--- src/design/repeating_timed_event_queue_macros.svh ---
// assertion helpers shared by the queue modules
`ifndef REPEATING_TIMED_EVENT_QUEUE_MACROS_SVH
`define REPEATING_TIMED_EVENT_QUEUE_MACROS_SVH

// same-cycle implication, checked out of reset
`define RTEQ_ASSERT_IMPL(label, clk, rst, ante, cons) \
  label: assert property (@(posedge clk) disable iff (rst) (ante) |-> (cons)) \
    else $error("rteq implication check failed");

// next-cycle implication, checked out of reset
`define RTEQ_ASSERT_NEXT(label, clk, rst, ante, cons) \
  label: assert property (@(posedge clk) disable iff (rst) (ante) |=> (cons)) \
    else $error("rteq next-cycle check failed");

`endif

--- src/design/rteq_pkg.sv ---
package rteq_pkg;

  localparam int TABLE_DEPTH        = 16;
  localparam int MAX_FIRES_PER_TICK = 64;
  localparam int IDX_W              = $clog2(TABLE_DEPTH);
  localparam int FIRE_W             = $clog2(MAX_FIRES_PER_TICK + 1);
  localparam int SLOT_W             = 4;
  localparam int TIME_W             = 48;

  localparam logic [1:0] OP_ADD     = 2'd0;
  localparam logic [1:0] OP_PROCESS = 2'd1;
  localparam logic [1:0] OP_SHIFT   = 2'd2;

  localparam logic [2:0] ST_ADDED    = 3'd0;
  localparam logic [2:0] ST_REJECTED = 3'd1;
  localparam logic [2:0] ST_FULL     = 3'd2;
  localparam logic [2:0] ST_FIRED    = 3'd3;
  localparam logic [2:0] ST_NONE_DUE = 3'd4;
  localparam logic [2:0] ST_SHIFTED  = 3'd5;
  localparam logic [2:0] ST_BAD      = 3'd6;

  typedef struct packed {
    logic capture;
    logic exec;
    logic proc_init;
    logic scan_step;
    logic decide;
    logic use_handle;
  } cmd_t;

  typedef struct packed {
    logic [1:0] op;
    logic       scan_last;
    logic       fire_ok;
    logic       pend_valid;
    logic       out_valid;
  } sts_t;

  function automatic logic [TIME_W-1:0] sat_add48(input logic [TIME_W-1:0] a,
                                                  input logic [TIME_W-1:0] b);
    logic [TIME_W:0] s;
    s = {1'b0, a} + {1'b0, b};
    return s[TIME_W] ? {TIME_W{1'b1}} : s[TIME_W-1:0];
  endfunction

endpackage

--- src/design/rteq_ctrl.sv ---
module rteq_ctrl (
  input  logic            clk,
  input  logic            rst,
  input  logic            in_valid,
  output logic            in_ready,
  input  logic            out_ready,
  input  rteq_pkg::sts_t  sts,
  output rteq_pkg::cmd_t  cmd
);
`include "repeating_timed_event_queue_macros.svh"

  localparam logic [2:0] S_IDLE   = 3'd0;
  localparam logic [2:0] S_EXEC   = 3'd1;
  localparam logic [2:0] S_SCAN   = 3'd2;
  localparam logic [2:0] S_DECIDE = 3'd3;
  localparam logic [2:0] S_WOUT   = 3'd4;

  logic [2:0] state;
  logic [2:0] state_next;

  assign in_ready = (state == S_IDLE) && !sts.out_valid;

  always_comb begin
    cmd        = '0;
    state_next = state;
    cmd.capture    = in_valid && in_ready;
    cmd.use_handle = (state == S_EXEC);
    unique case (state)
      S_IDLE: begin
        if (in_valid && in_ready) begin
          priority if (sts.op == rteq_pkg::OP_ADD || sts.op == rteq_pkg::OP_SHIFT) begin
            state_next = S_EXEC;
          end else if (sts.op == rteq_pkg::OP_PROCESS) begin
            cmd.proc_init = 1'b1;
            state_next    = S_SCAN;
          end else begin
            state_next = S_IDLE;
          end
        end
      end
      S_EXEC: begin
        cmd.exec   = 1'b1;
        state_next = S_IDLE;
      end
      S_SCAN: begin
        cmd.scan_step = 1'b1;
        if (sts.scan_last) begin
          state_next = S_DECIDE;
        end
      end
      S_DECIDE: begin
        cmd.decide = 1'b1;
        priority if (sts.fire_ok && sts.pend_valid) begin
          state_next = S_WOUT;
        end else if (sts.fire_ok) begin
          state_next = S_SCAN;
        end else begin
          state_next = S_IDLE;
        end
      end
      S_WOUT: begin
        if (out_ready) begin
          state_next = S_SCAN;
        end
      end
      default: state_next = S_IDLE;
    endcase
  end

  always_ff @(posedge clk) begin
    if (rst) begin
      state <= S_IDLE;
    end else begin
      state <= state_next;
    end
  end

  `RTEQ_ASSERT_IMPL(a_wout_has_result, clk, rst, state == S_WOUT, sts.out_valid)
  `RTEQ_ASSERT_NEXT(a_no_fire_ends, clk, rst, (state == S_DECIDE) && !sts.fire_ok,
                    state == S_IDLE)
  `RTEQ_ASSERT_NEXT(a_exec_one_cycle, clk, rst, state == S_EXEC, state == S_IDLE)

endmodule

--- src/design/rteq_datapath.sv ---
module rteq_datapath (
  input  logic                         clk,
  input  logic                         rst,
  input  rteq_pkg::cmd_t               cmd,
  output rteq_pkg::sts_t               sts,
  input  logic [1:0]                   opcode,
  input  logic [rteq_pkg::TIME_W-1:0]  now_ms,
  input  logic [31:0]                  wait_ms,
  input  logic [31:0]                  event_kind,
  input  logic [31:0]                  payload,
  input  logic [31:0]                  repeat_interval,
  input  logic [7:0]                   repeat_count,
  input  logic [15:0]                  owner_id,
  input  logic                         owner_eligible,
  input  logic [rteq_pkg::SLOT_W-1:0]  slot_handle,
  input  logic signed [31:0]           delta_ms,
  output logic                         out_valid,
  input  logic                         out_ready,
  output logic [2:0]                   status,
  output logic [rteq_pkg::SLOT_W-1:0]  slot,
  output logic [31:0]                  kind_out,
  output logic [15:0]                  owner_out,
  output logic [31:0]                  payload_out,
  output logic [rteq_pkg::TIME_W-1:0]  due_out,
  output logic                         last
);
`include "repeating_timed_event_queue_macros.svh"

  localparam int D  = rteq_pkg::TABLE_DEPTH;
  localparam int IW = rteq_pkg::IDX_W;
  localparam int TW = rteq_pkg::TIME_W;
  localparam int FW = rteq_pkg::FIRE_W;
  localparam int SLOT_W_L = rteq_pkg::SLOT_W;

  // event table
  logic          ent_valid   [D];
  logic [TW-1:0] due_time    [D];
  logic [31:0]   ent_kind    [D];
  logic [31:0]   ent_payload [D];
  logic [31:0]   ent_interval[D];
  logic [7:0]    ent_repeats [D];
  logic [15:0]   ent_owner   [D];
  logic [15:0]   insert_order[D];
  logic [15:0]   order_counter;

  // captured item
  logic [1:0]        op_r;
  logic [TW-1:0]     now_r;
  logic [31:0]       wait_r, kind_r, payload_r, interval_r;
  logic [7:0]        count_r;
  logic [15:0]       owner_r;
  logic              elig_r;
  logic [SLOT_W_L-1:0] handle_r;
  logic signed [31:0] delta_r;

  // scan and best candidate
  logic [IW-1:0] scan_idx;
  logic          best_found;
  logic [IW-1:0] best_idx;
  logic [TW-1:0] best_due;
  logic [15:0]   best_age;
  logic [31:0]   best_kind, best_payload, best_interval;
  logic [7:0]    best_repeats;
  logic [15:0]   best_owner;
  logic [FW-1:0] fire_cnt;

  // fired result held back until we know whether it is the last one
  logic          pend_valid;
  logic [IW-1:0] pend_idx;
  logic [TW-1:0] pend_due;
  logic [31:0]   pend_kind, pend_payload;
  logic [15:0]   pend_owner;

  logic [IW-1:0] rd_idx;
  logic [TW-1:0] rd_due;
  logic [15:0]   rd_age;
  logic          better;
  logic          fire_ok;
  logic          free_found;
  logic [IW-1:0] free_idx;
  logic          bad_handle;
  logic [32:0]   neg_mag;
  logic [TW-1:0] mag48;
  logic [TW-1:0] shifted_due;
  logic [TW-1:0] add_due;
  logic [TW-1:0] resched_due;

  assign rd_idx = cmd.use_handle ? handle_r[IW-1:0] : scan_idx;
  assign rd_due = due_time[rd_idx];
  assign rd_age = order_counter - insert_order[rd_idx];
  assign better = ent_valid[rd_idx] &&
                  (!best_found || (rd_due < best_due) ||
                   ((rd_due == best_due) && (rd_age > best_age)));

  assign fire_ok = best_found && (best_due <= now_r) &&
                   (fire_cnt < FW'(rteq_pkg::MAX_FIRES_PER_TICK));

  always_comb begin
    free_found = 1'b0;
    free_idx   = '0;
    for (int i = D - 1; i >= 0; i--) begin
      if (!ent_valid[i]) begin
        free_found = 1'b1;
        free_idx   = IW'(i);
      end
    end
  end

  assign bad_handle  = ({1'b0, handle_r} >= (SLOT_W_L + 1)'(D)) || !ent_valid[rd_idx];
  assign neg_mag     = 33'd0 - {delta_r[31], delta_r};
  assign mag48       = {{(TW - 33){1'b0}}, neg_mag};
  assign shifted_due = delta_r[31] ? ((rd_due < mag48) ? '0 : rd_due - mag48)
                                   : rteq_pkg::sat_add48(rd_due, {16'd0, delta_r});
  assign add_due     = rteq_pkg::sat_add48(now_r, {16'd0, wait_r});
  assign resched_due = rteq_pkg::sat_add48(best_due, {16'd0, best_interval});

  assign sts.op         = opcode;
  assign sts.scan_last  = (scan_idx == IW'(D - 1));
  assign sts.fire_ok    = fire_ok;
  assign sts.pend_valid = pend_valid;
  assign sts.out_valid  = out_valid;

  always_ff @(posedge clk) begin
    if (cmd.capture) begin
      op_r       <= opcode;
      now_r      <= now_ms;
      wait_r     <= wait_ms;
      kind_r     <= event_kind;
      payload_r  <= payload;
      interval_r <= repeat_interval;
      count_r    <= repeat_count;
      owner_r    <= owner_id;
      elig_r     <= owner_eligible;
      handle_r   <= slot_handle;
      delta_r    <= delta_ms;
    end
  end

  // table contents, no reset
  always_ff @(posedge clk) begin
    if (cmd.exec && op_r == rteq_pkg::OP_ADD && elig_r && free_found) begin
      due_time[free_idx]     <= add_due;
      ent_kind[free_idx]     <= kind_r;
      ent_payload[free_idx]  <= payload_r;
      ent_interval[free_idx] <= interval_r;
      ent_repeats[free_idx]  <= count_r;
      ent_owner[free_idx]    <= owner_r;
      insert_order[free_idx] <= order_counter;
    end else if (cmd.exec && op_r == rteq_pkg::OP_SHIFT && !bad_handle) begin
      due_time[rd_idx]     <= shifted_due;
      insert_order[rd_idx] <= order_counter;
    end else if (cmd.decide && fire_ok && best_repeats != 8'd0) begin
      due_time[best_idx]     <= resched_due;
      ent_repeats[best_idx]  <= best_repeats - 8'd1;
      insert_order[best_idx] <= order_counter;
    end
  end

  always_ff @(posedge clk) begin
    if (rst) begin
      for (int i = 0; i < D; i++) begin
        ent_valid[i] <= 1'b0;
      end
      order_counter <= '0;
      out_valid     <= 1'b0;
      pend_valid    <= 1'b0;
      best_found    <= 1'b0;
      scan_idx      <= '0;
      fire_cnt      <= '0;
    end else begin
      if (out_valid && out_ready) begin
        out_valid <= 1'b0;
      end
      if (cmd.exec) begin
        out_valid <= 1'b1;
        last      <= 1'b1;
        kind_out    <= '0;
        owner_out   <= '0;
        payload_out <= '0;
        slot        <= '0;
        due_out     <= '0;
        if (op_r == rteq_pkg::OP_ADD) begin
          priority if (!elig_r) begin
            status <= rteq_pkg::ST_REJECTED;
          end else if (!free_found) begin
            status <= rteq_pkg::ST_FULL;
          end else begin
            status              <= rteq_pkg::ST_ADDED;
            slot                <= SLOT_W_L'(free_idx);
            due_out             <= add_due;
            ent_valid[free_idx] <= 1'b1;
            order_counter       <= order_counter + 16'd1;
          end
        end else begin
          slot <= handle_r;
          if (bad_handle) begin
            status <= rteq_pkg::ST_BAD;
          end else begin
            status        <= rteq_pkg::ST_SHIFTED;
            due_out       <= shifted_due;
            order_counter <= order_counter + 16'd1;
          end
        end
      end
      if (cmd.proc_init) begin
        scan_idx   <= '0;
        best_found <= 1'b0;
        pend_valid <= 1'b0;
        fire_cnt   <= '0;
      end
      if (cmd.scan_step) begin
        scan_idx <= scan_idx + IW'(1);
        if (better) begin
          best_found    <= 1'b1;
          best_idx      <= rd_idx;
          best_due      <= rd_due;
          best_age      <= rd_age;
          best_kind     <= ent_kind[rd_idx];
          best_payload  <= ent_payload[rd_idx];
          best_interval <= ent_interval[rd_idx];
          best_repeats  <= ent_repeats[rd_idx];
          best_owner    <= ent_owner[rd_idx];
        end
      end
      if (cmd.decide) begin
        if (pend_valid || !fire_ok) begin
          out_valid   <= 1'b1;
          last        <= !fire_ok;
          status      <= pend_valid ? rteq_pkg::ST_FIRED : rteq_pkg::ST_NONE_DUE;
          slot        <= pend_valid ? SLOT_W_L'(pend_idx) : '0;
          kind_out    <= pend_valid ? pend_kind : '0;
          owner_out   <= pend_valid ? pend_owner : '0;
          payload_out <= pend_valid ? pend_payload : '0;
          due_out     <= pend_valid ? pend_due : '0;
        end
        if (fire_ok) begin
          pend_valid   <= 1'b1;
          pend_idx     <= best_idx;
          pend_due     <= best_due;
          pend_kind    <= best_kind;
          pend_payload <= best_payload;
          pend_owner   <= best_owner;
          fire_cnt     <= fire_cnt + FW'(1);
          scan_idx     <= '0;
          best_found   <= 1'b0;
          if (best_repeats != 8'd0) begin
            order_counter <= order_counter + 16'd1;
          end else begin
            ent_valid[best_idx] <= 1'b0;
          end
        end
      end
    end
  end

  `RTEQ_ASSERT_IMPL(a_fired_is_due, clk, rst,
                    out_valid && (status == rteq_pkg::ST_FIRED), due_out <= now_r)
  `RTEQ_ASSERT_IMPL(a_fire_limit, clk, rst, 1'b1,
                    fire_cnt <= FW'(rteq_pkg::MAX_FIRES_PER_TICK))
  `RTEQ_ASSERT_NEXT(a_fire_sets_pending, clk, rst, cmd.decide && fire_ok, pend_valid)

endmodule

--- src/design/repeating_timed_event_queue.sv ---
// Timed event queue with a 16-slot table. One transaction in carries an add, process or shift
// command; add and shift return one result each, unknown opcodes none.
// A process command walks the whole table once per fired event and once more at the end (a scan
// of every slot plus a decision step each time, at most 64 fires), and it waits on any output stall;
// each fired result is released one scan late, once it is known whether another event follows,
// which is what sets the last flag. Only one command is in flight at a time.
module repeating_timed_event_queue (
  input  logic                         clk,
  input  logic                         rst,
  input  logic                         in_valid,
  output logic                         in_ready,
  input  logic [1:0]                   opcode,
  input  logic [rteq_pkg::TIME_W-1:0]  now_ms,
  input  logic [31:0]                  wait_ms,
  input  logic [31:0]                  event_kind,
  input  logic [31:0]                  payload,
  input  logic [31:0]                  repeat_interval,
  input  logic [7:0]                   repeat_count,
  input  logic [15:0]                  owner_id,
  input  logic                         owner_eligible,
  input  logic [rteq_pkg::SLOT_W-1:0]  slot_handle,
  input  logic signed [31:0]           delta_ms,
  output logic                         out_valid,
  input  logic                         out_ready,
  output logic [2:0]                   status,
  output logic [rteq_pkg::SLOT_W-1:0]  slot,
  output logic [31:0]                  kind_out,
  output logic [15:0]                  owner_out,
  output logic [31:0]                  payload_out,
  output logic [rteq_pkg::TIME_W-1:0]  due_out,
  output logic                         last
);

  // command and status between sequencer and table datapath
  rteq_pkg::cmd_t cmd;
  rteq_pkg::sts_t sts;

  // sequencer: idle, an exec step for add/shift, scan and decide loop for process
  rteq_ctrl u_ctrl (
    .clk       (clk),
    .rst       (rst),
    .in_valid  (in_valid),
    .in_ready  (in_ready),
    .out_ready (out_ready),
    .sts       (sts),
    .cmd       (cmd)
  );

  // event table, earliest-entry scan, pending fired result and output register
  rteq_datapath u_dp (
    .clk             (clk),
    .rst             (rst),
    .cmd             (cmd),
    .sts             (sts),
    .opcode          (opcode),
    .now_ms          (now_ms),
    .wait_ms         (wait_ms),
    .event_kind      (event_kind),
    .payload         (payload),
    .repeat_interval (repeat_interval),
    .repeat_count    (repeat_count),
    .owner_id        (owner_id),
    .owner_eligible  (owner_eligible),
    .slot_handle     (slot_handle),
    .delta_ms        (delta_ms),
    .out_valid       (out_valid),
    .out_ready       (out_ready),
    .status          (status),
    .slot            (slot),
    .kind_out        (kind_out),
    .owner_out       (owner_out),
    .payload_out     (payload_out),
    .due_out         (due_out),
    .last            (last)
  );

endmodule

--- config.mk ---
export PLATFORM = sky130hd
export DESIGN_NAME = repeating_timed_event_queue
export DESIGN_NICKNAME = d
export VERILOG_FILES = /design/src/design/rteq_pkg.sv /design/src/design/rteq_ctrl.sv /design/src/design/rteq_datapath.sv /design/src/design/repeating_timed_event_queue.sv
export VERILOG_INCLUDE_DIRS = /design/src /design/src/design
export SDC_FILE = /design/constraint.sdc
export NUM_CORES = 2
export LEC_CHECK = 0
export ABC_AREA = 1
export BUFFER_PORTS_ARGS = -buffer_cell sky130_fd_sc_hd__buf_2
export CORE_UTILIZATION = 36
export DETAILED_ROUTE_END_ITERATION = 10
export SYNTH_ARGS = -nofsm -noshare
export SYNTH_HDL_FRONTEND = slang
export SYNTH_SLANG_ARGS = --single-unit
--- constraint.sdc ---
create_clock -name clk -period 13.3 [get_ports clk]
set_input_delay 2.66 -clock clk [delete_from_list [all_inputs] [get_ports clk]]
set_output_delay 2.66 -clock clk [all_outputs]
set_load 0.05 [all_outputs]
Word-level counts from Yosys, hierarchy flattened
Memory sizes are Yosys's and may differ from the RTL's. A register that Yosys moved wholly into a read port is not among the register bits.
Cells that the tools add are included.

cells by class
  shift-type cells = 0
  $add $sub $neg = 10
  multipliers = 0
  multiplexer cells = 161
  bitwise gates (word level) = 1
  divide/modulo/power cells = 0
  equal/unequal tests = 12
  $lt $le $gt $ge = 5
  reductions and logical operators = 36

operators by type and width
  kind                                                count
  two-way mux 48 bit                                  15
  two-way mux 32 bit                                  8
  two-way mux 16 bit                                  14
  adder 48 x 32 -> 49 bit                             3
  two-way mux 4 bit                                   35
  OR reduction 48 bit                                 2
  two-way mux 1 bit                                   69
  == test 48 bit                                      1
  <= comparator 48 bit                                1
  < comparator 48 x 33 -> 1 bit                       1
  < comparator 48 bit                                 1
  subtractor 48 x 33 -> 48 bit                        1
  subtractor 1 x 32 -> 33 bit (first input constant)  1
  OR reduction 16 bit                                 2
  two-way mux 3 bit                                   10
  two-way mux 7 bit                                   3
  adder 16 x 1 -> 16 bit (second input constant)      1
  > comparator 16 bit                                 1
  subtractor 16 bit                                   1
  logical AND 1 bit                                   15
  one-hot mux 3 bit (4 select lines)                  1
  two-way mux 2 bit                                   5
  AND reduction 3 bit                                 3
  two-way mux 8 bit                                   1
  other kinds (19)                                    30

storage, ports and cells
  word-level logic and storage cells = 266
  bits in read-only memories = 0
  flip-flop bits (word level) = 608
  bits of input ports = 243
  memories = 8
  bits in writable memories = 2,960
  bits in latches = 0

memory list
  name               words  width  read ports  clocked after Yosys merged registers in  write ports  RTL line             RTL
  u_dp.due_time      16     48     1           0                                        1            rteq_datapath.sv:37  logic [TW-1:0] due_time [D];
  u_dp.ent_interval  16     32     1           1                                        1            rteq_datapath.sv:40  logic [31:0] ent_interval[D];
  u_dp.ent_kind      16     32     1           1                                        1            rteq_datapath.sv:38  logic [31:0] ent_kind [D];
  u_dp.ent_payload   16     32     1           1                                        1            rteq_datapath.sv:39  logic [31:0] ent_payload [D];
  u_dp.ent_owner     16     16     1           1                                        1            rteq_datapath.sv:42  logic [15:0] ent_owner [D];
  u_dp.insert_order  16     16     1           0                                        1            rteq_datapath.sv:43  logic [15:0] insert_order[D];
  +2 memories        -      -      -           -                                        -            -

Depth between registers and ports, before layout
An unclocked memory read counts as a cell.

  depth in word-level cells = 26
  gate-level depth with buffers = 41

By module
A second synthesis with hierarchy kept.

unflattened totals
  cells, all modules = 13,177
  area, all modules = 157,066.9 um^2

by module, submodules not included
  module         cells each  times used  area each (um^2)
  rteq_datapath  13,130      1           156,809.1
  rteq_ctrl      47          1           257.7

Least setup slack after synthesis
No wires, ideal clock.

  path type = register to register
  start = reg u_ctrl.state[1]
  end = reg u_dp.best_age[0] (enable)
  setup slack = -573 ps
  data required time = 12,560 ps
  data arrival time = 13,134 ps
  clock period less this slack = 13,873 ps
  cell stages (with the launch flop) = 37
  cell sequence = dfxtp_1 buf_4 inv_4 nand4_2 nand2_2 buf_2 buf_2 buf_2 clkbuf_1 clkbuf_1 clkbuf_1 nand2_1 nand3_1 nand3_1 o211ai_1 o21ai_0 ha_1 nand4_1 o21ai_0 a21oi_1 o21ai_0 a21oi_1 o21bai_1 nand2_1 o21ai_0 nand2_1 nand2_1 xor2_1 ha_1 nand2_1 nor2_1 nand3_1 o2111ai_1 nand3_1 o211ai_1 nand3_1 nor2_1

on the way
  word-level cells in the longest chain between the ends = 9

RTL lines
  element                        RTL line              RTL
  start: declaration             rteq_ctrl.sv:18       logic [2:0] state;
  start signal: assignment       rteq_ctrl.sv:74       state <= state_next;
  == test 3 x 1 -> 1 bit         rteq_ctrl.sv:27       cmd.use_handle = (state == S_EXEC);
  two-way mux 4 bit              rteq_datapath.sv:88   assign rd_idx = cmd.use_handle ? handle_r[IW-1:0] : scan_idx;
  memory (16 x 16 bit)           -
  subtractor 16 bit              rteq_datapath.sv:90   assign rd_age = order_counter - insert_order[rd_idx];
  via u_dp.rd_age[15]            rteq_datapath.sv:76   logic [15:0] rd_age;
  > comparator 16 bit            rteq_datapath.sv:93   ((rd_due == best_due) && (rd_age > best_age)));
  logical AND 1 bit              rteq_datapath.sv:93
  logical OR 1 bit               rteq_datapath.sv:92   (!best_found || (rd_due < best_due) ||
  logical AND 1 bit              rteq_datapath.sv:91   assign better = ent_valid[rd_idx] &&
  AND reduction 3 bit (no line)  -
  end signal: assignment         rteq_datapath.sv:217  best_age <= rd_age;
  end: declaration               rteq_datapath.sv:61   logic [15:0] best_age;

The timed path passes the listed nets, and every way through them passes these cells.
A chain may end at the register's enable or synchronous reset.

Worst setup path after layout
  start = reg u_ctrl.state[1]
  end = mem u_dp.due_time[5][20] (netlist name) (data pin)

RTL lines
  element                                                RTL line                              RTL
  == test 3 x 1 -> 1 bit (*)                             rteq_ctrl.sv:27
  two-way mux 4 bit (*)                                  rteq_datapath.sv:88
  memory (16 x 48 bit) (*)                               -
  via u_dp.rd_due[1]                                     rteq_datapath.sv:75                   logic [TW-1:0] rd_due;
  adder 48 x 32 -> 49 bit, or another cell as far along  rteq_pkg.sv:42                        s = {1'b0, a} + {1'b0, b};
  two-way mux 48 bit (on tied branches)                  rteq_pkg.sv:43, rteq_datapath.sv:112
  two-way mux 48 bit (*)                                 rteq_datapath.sv:112                  assign shifted_due = delta_r[31] ? ((rd_due < mag48) ? '0 : rd_due - mag48)
  two-way mux 48 bit (no line) (*) (2 in a row)          -
  end: declaration                                       rteq_datapath.sv:37

Mark *: on every way through the listed nets, which the timed path passes. The rest lies on a longest branch.

==> flow_summary_export.csv <==
group,metric,value,unit
synthesis,synth-edff-count,3655,
drt,num_vias,107900,
finish,fillerInstances,40620,
clocking,clk_pin_slew_worst_paths,60,ps
worst_setup_path,end_kind,"flip-flop",
worst_setup_path,cp.required,13830,ps
global_route,grt_pass1_vias,100400,
worst_hold_path,hold-path-cell-count,0,
worst_hold_path,hold_start,"u_dp.best_kind[7]",
floorplanning,start_util,36.12,%
pwr,p_leak,60.81,nW
sta,rsz0062_at_grt,"false",
sta,fmax,105.6,MHz
worst_setup_path,critPathKind,"reg -> reg",
synthesis,avgSynthCellArea,12.02,um^2
sta,hold_viol_final,0,
global_route,gr-total-overflow,0,
worst_setup_path,slowest_delay,1050,ps
clocking,clk_path_buf_depth,4,
drt,wirelength,505000,um
synthesis,netlist_area,156800,um^2
floorplanning,core-area,434200,um^2
pwr,power_switching,15.78,mW
global_route,grt_usage,22.21,%
sta,finalCriticalPeriod,9466,ps
floorplanning,fp.dieW,662.0,um
drt,vias_per_cell,5.575,
drt,drt_iter0_markers,12500,
worst_setup_path,critPathTopFamily,"compound AO/OA/AOI/OAI gates",
worst_hold_path,hold_end,"u_dp.pend_kind[7]",
worst_setup_path,crit_buf_inv,6,
worst_setup_path,path_common_cell,"nand2_1",
clocking,ctsHtreeMaxLevel,5,
worst_setup_path,r2r_slack,3830,ps
synthesis,ys_seq_area_share,70.40,%
worst_setup_path,critPathLaunchType,"flip-flop",
sta,max-slew-margin-rel,13.40,%
clocking,cts_root_buf,"clkbuf_16",
worst_setup_path,crit_path_max_fanout,77,
pwr,finalPower,40.04,mW
placed_design,routabilityCongestion,0.9560,
pwr,power.internal,24.25,mW
clocking,clkLatencyLatePin,1020,ps
synthesis,ys_async_sr_fraction,0,%
floorplanning,io_pins,381,
sta,drv_slew,0,
worst_setup_path,r2r-start,"u_ctrl.state[1]",
clocking,post_cts_resized,0,
pwr,peakVddDrop,0.1541,mV
synthesis,syn_nets,13550,
pwr,pwr-share-clk,26.2,%
worst_setup_path,reg2regPathDepth,28,
pwr,p_comb_share,35.9,%
synthesis,synth_cells,13040,
synthesis,synth_cell_types,66,
floorplanning,dieArea,438300,um^2
flow_run,drv_cap,0,
synthesis,synth-seq-cells,3688,
clocking,cts_setup_buffers,0,
sta,period_share,71.17,%
drt,dr.pass1.iters,6,
global_route,antenna_found_initial,42,
clocking,cts_tree,"built",
finish,areaGrowthSynthToFinish,13.13,%
worst_setup_path,r2r_end,"u_dp.due_time[5][20]",
pwr,power.density_cell_area,225.7,nW/um^2
worst_setup_path,cp.arrival,9990,ps
pwr,p_seq_share,37.9,%
placed_design,preCtsSetupSlack,3980,ps
floorplanning,fp.dieH,662.0,um
placed_design,hpwl,296800,um
synthesis,yosys_warnings,0,
finish,drive_gt1_share,9.094,%
finish,nets,13810,
sta,tns,0,ps
worst_hold_path,hold_class,"reg -> reg",
sta,worst_pin_slew,1293,ps
sta,fin_ws,3834,ps
synthesis,synthFlopType,"edfxtp_1",
worst_setup_path,crit_path_top_delay_cell,"a31oi_1",
sta,fin_skew,118.8,ps
clocking,cts_buffers,381,
drt,wl_per_cell,26.09,um
pwr,switching_share,39.42,%
floorplanning,rows,242,
global_route,grt_pass1_wl,714600,um
sta,setup_viol,0,
outcome,outcome,"finished clean",
worst_setup_path,crit_start,"u_ctrl.state[1]",
global_route,grt_max_degree,188,
clocking,cts_sinks,3688,
drt,ant_nets,0,
clocking,hold_buffers,0,
drt,drc_errors,0,
placed_design,port_buffers,380,
==> power by group through the flow <==
| stage | Clock, mW | Sequential, mW | Combinational [mW] |
|---|---|---|---|
| detailed placement | 0 | 15.4 | 14.2 |
| global placement | 0 | 15.4 | 14.2 |
| global route | 11.0 | 15.2 | 15.7 |
| floorplan | 0 | 15.4 | 9.12 |
| CTS | 10.6 | 15.1 | 14.2 |
| finish | 10.5 | 15.2 | 14.4 |
==> worst max-delay path by stage <==
stage                                        to  depth (start not counted)
after floorplan                u_dp.best_age[0]                         36
after detailed placement  u_dp.due_time[11][20]                         28
after CTS                  u_dp.due_time[6][20]                         28
after global routing       u_dp.due_time[6][20]                         26
final                      u_dp.due_time[5][20]                         28
after global placement       u_dp.best_kind[13]                         34
==> worst reg2reg max path: cells and delay by family, from the launching register on <==
family	cells	cell delay, ps
AO/OA/AOI/OAI	8	3220
adder cells (fa/ha/maj)	1	490
buffers and inverters	6	1820
flip-flops	1	850
AND/OR/NAND/NOR	13	2680
==> layout make-up <==
cell class / instances / area (um^2) / area share (%)
antenna: 9 / 22.52 / 0.01269
multi-input combinational: 8031 / 41600 / 23.45
clock inverter: 238 / 2210 / 1.245
timing repair buffer: 604 / 3809 / 2.147
sequential: 3688 / 110400 / 62.24
clock buffer: 458 / 9908 / 5.585
tap: 5734 / 7174 / 4.044
inverter: 594 / 2275 / 1.282
==> sequential cells by signal, indices dropped and copies added, names as in the netlist, 48 cells and up <==
name / cells
u_dp.pend_due: 48
u_dp.ent_owner: 256
u_dp.ent_payload: 512
u_dp.ent_kind: 512
u_dp.ent_interval: 512
u_dp.due_out: 48
u_dp.ent_repeats: 128
u_dp.insert_order: 256
u_dp.now_r: 48
u_dp.due_time: 768
u_dp.best_due: 48
==> per-layer routing <==
metal	wire length, um	global-route usage, %	up-vias	share of wire, %
li1	-	-	48270	-
met1	213500	31.24	53960	42
met2	231100	35.33	4876	46
met3	43150	3.251	801	8.5
met4	17070	7.230	16	3.4
met5	118	0	-	0.023
==> metrics by stage <==
stage / hold slack (ps) / std cells / cell area, um^2 / util, %
after floorplan: 400.3 / 13040 / 156800 / -
after global placement: 401.2 / 18650 / 165300 / 38.06
after detailed placement: 405.4 / 18650 / 165300 / 38.06
after CTS: 377.7 / 19350 / 177400 / 40.85
after global routing: 393.2 / 19350 / 177400 / 40.86
final: 380.7 / 19360 / 177400 / 40.86
==> cell usage in the layout (no fill, tap or decap), drive strengths merged, types with 189 or more instances in the layout <==
master  instances
nand2        1583
nand3         509
o22ai         574
a21oi         314
clkbuf        458
edfxtp       3655
buf           604
inv           607
ha            261
nor2         1909
clkinv        189
o21ai        1913
==> cells in the mapped netlist, drive strengths merged, types with 3 or more instances <==
library cell  instances  area [um^2]
edfxtp             3655       109800
o21ai              1913         9589
nor2               1909         7188
nand2              1583         5995
clkbuf              599         2248
inv                 591         2221
o22ai               574         3591
nand3               509         2562
a21oi               314         1583
ha                  261         3266
o221ai              138         1209
o211ai              135         1013
buf                 132        661.9
xor2                126         1104
nand4                79        500.5
nor3                 70        350.3
xnor2                68        595.6
a31oi                66        412.9
nand3b               47        352.8
o21a                 41        307.8
dfxtp                33        660.6
a21o                 28        210.2
o21bai               26        195.2
a32o                 20        200.2
nor4                 17        106.4
a22o                 16        140.1
a22oi                11        82.58
or2                  11        68.82
o221a                 9        101.4
a21boi                6        45.04
a211oi                5        37.54
fa                    5        100.1
a32oi                 4        35.03
and2                  4        25.02
and3                  4        25.02
nor3b                 4        30.03
o2111ai               4        35.03
o21ba                 4        40.04
a311oi                3        26.28
clkinv                3        11.26
o31ai                 3        22.52
==> cells by family after synthesis <==
logic type | after synthesis | synth area share [%]
simple gates | 4239 | 10.98
flops | 3688 | 70.40
compound gates | 3332 | 12.11
buf+inv | 1325 | 3.279
fa+ha+maj | 266 | 2.146
xor+xnor | 194 | 1.083
Power figures use the tool's default switching activity.
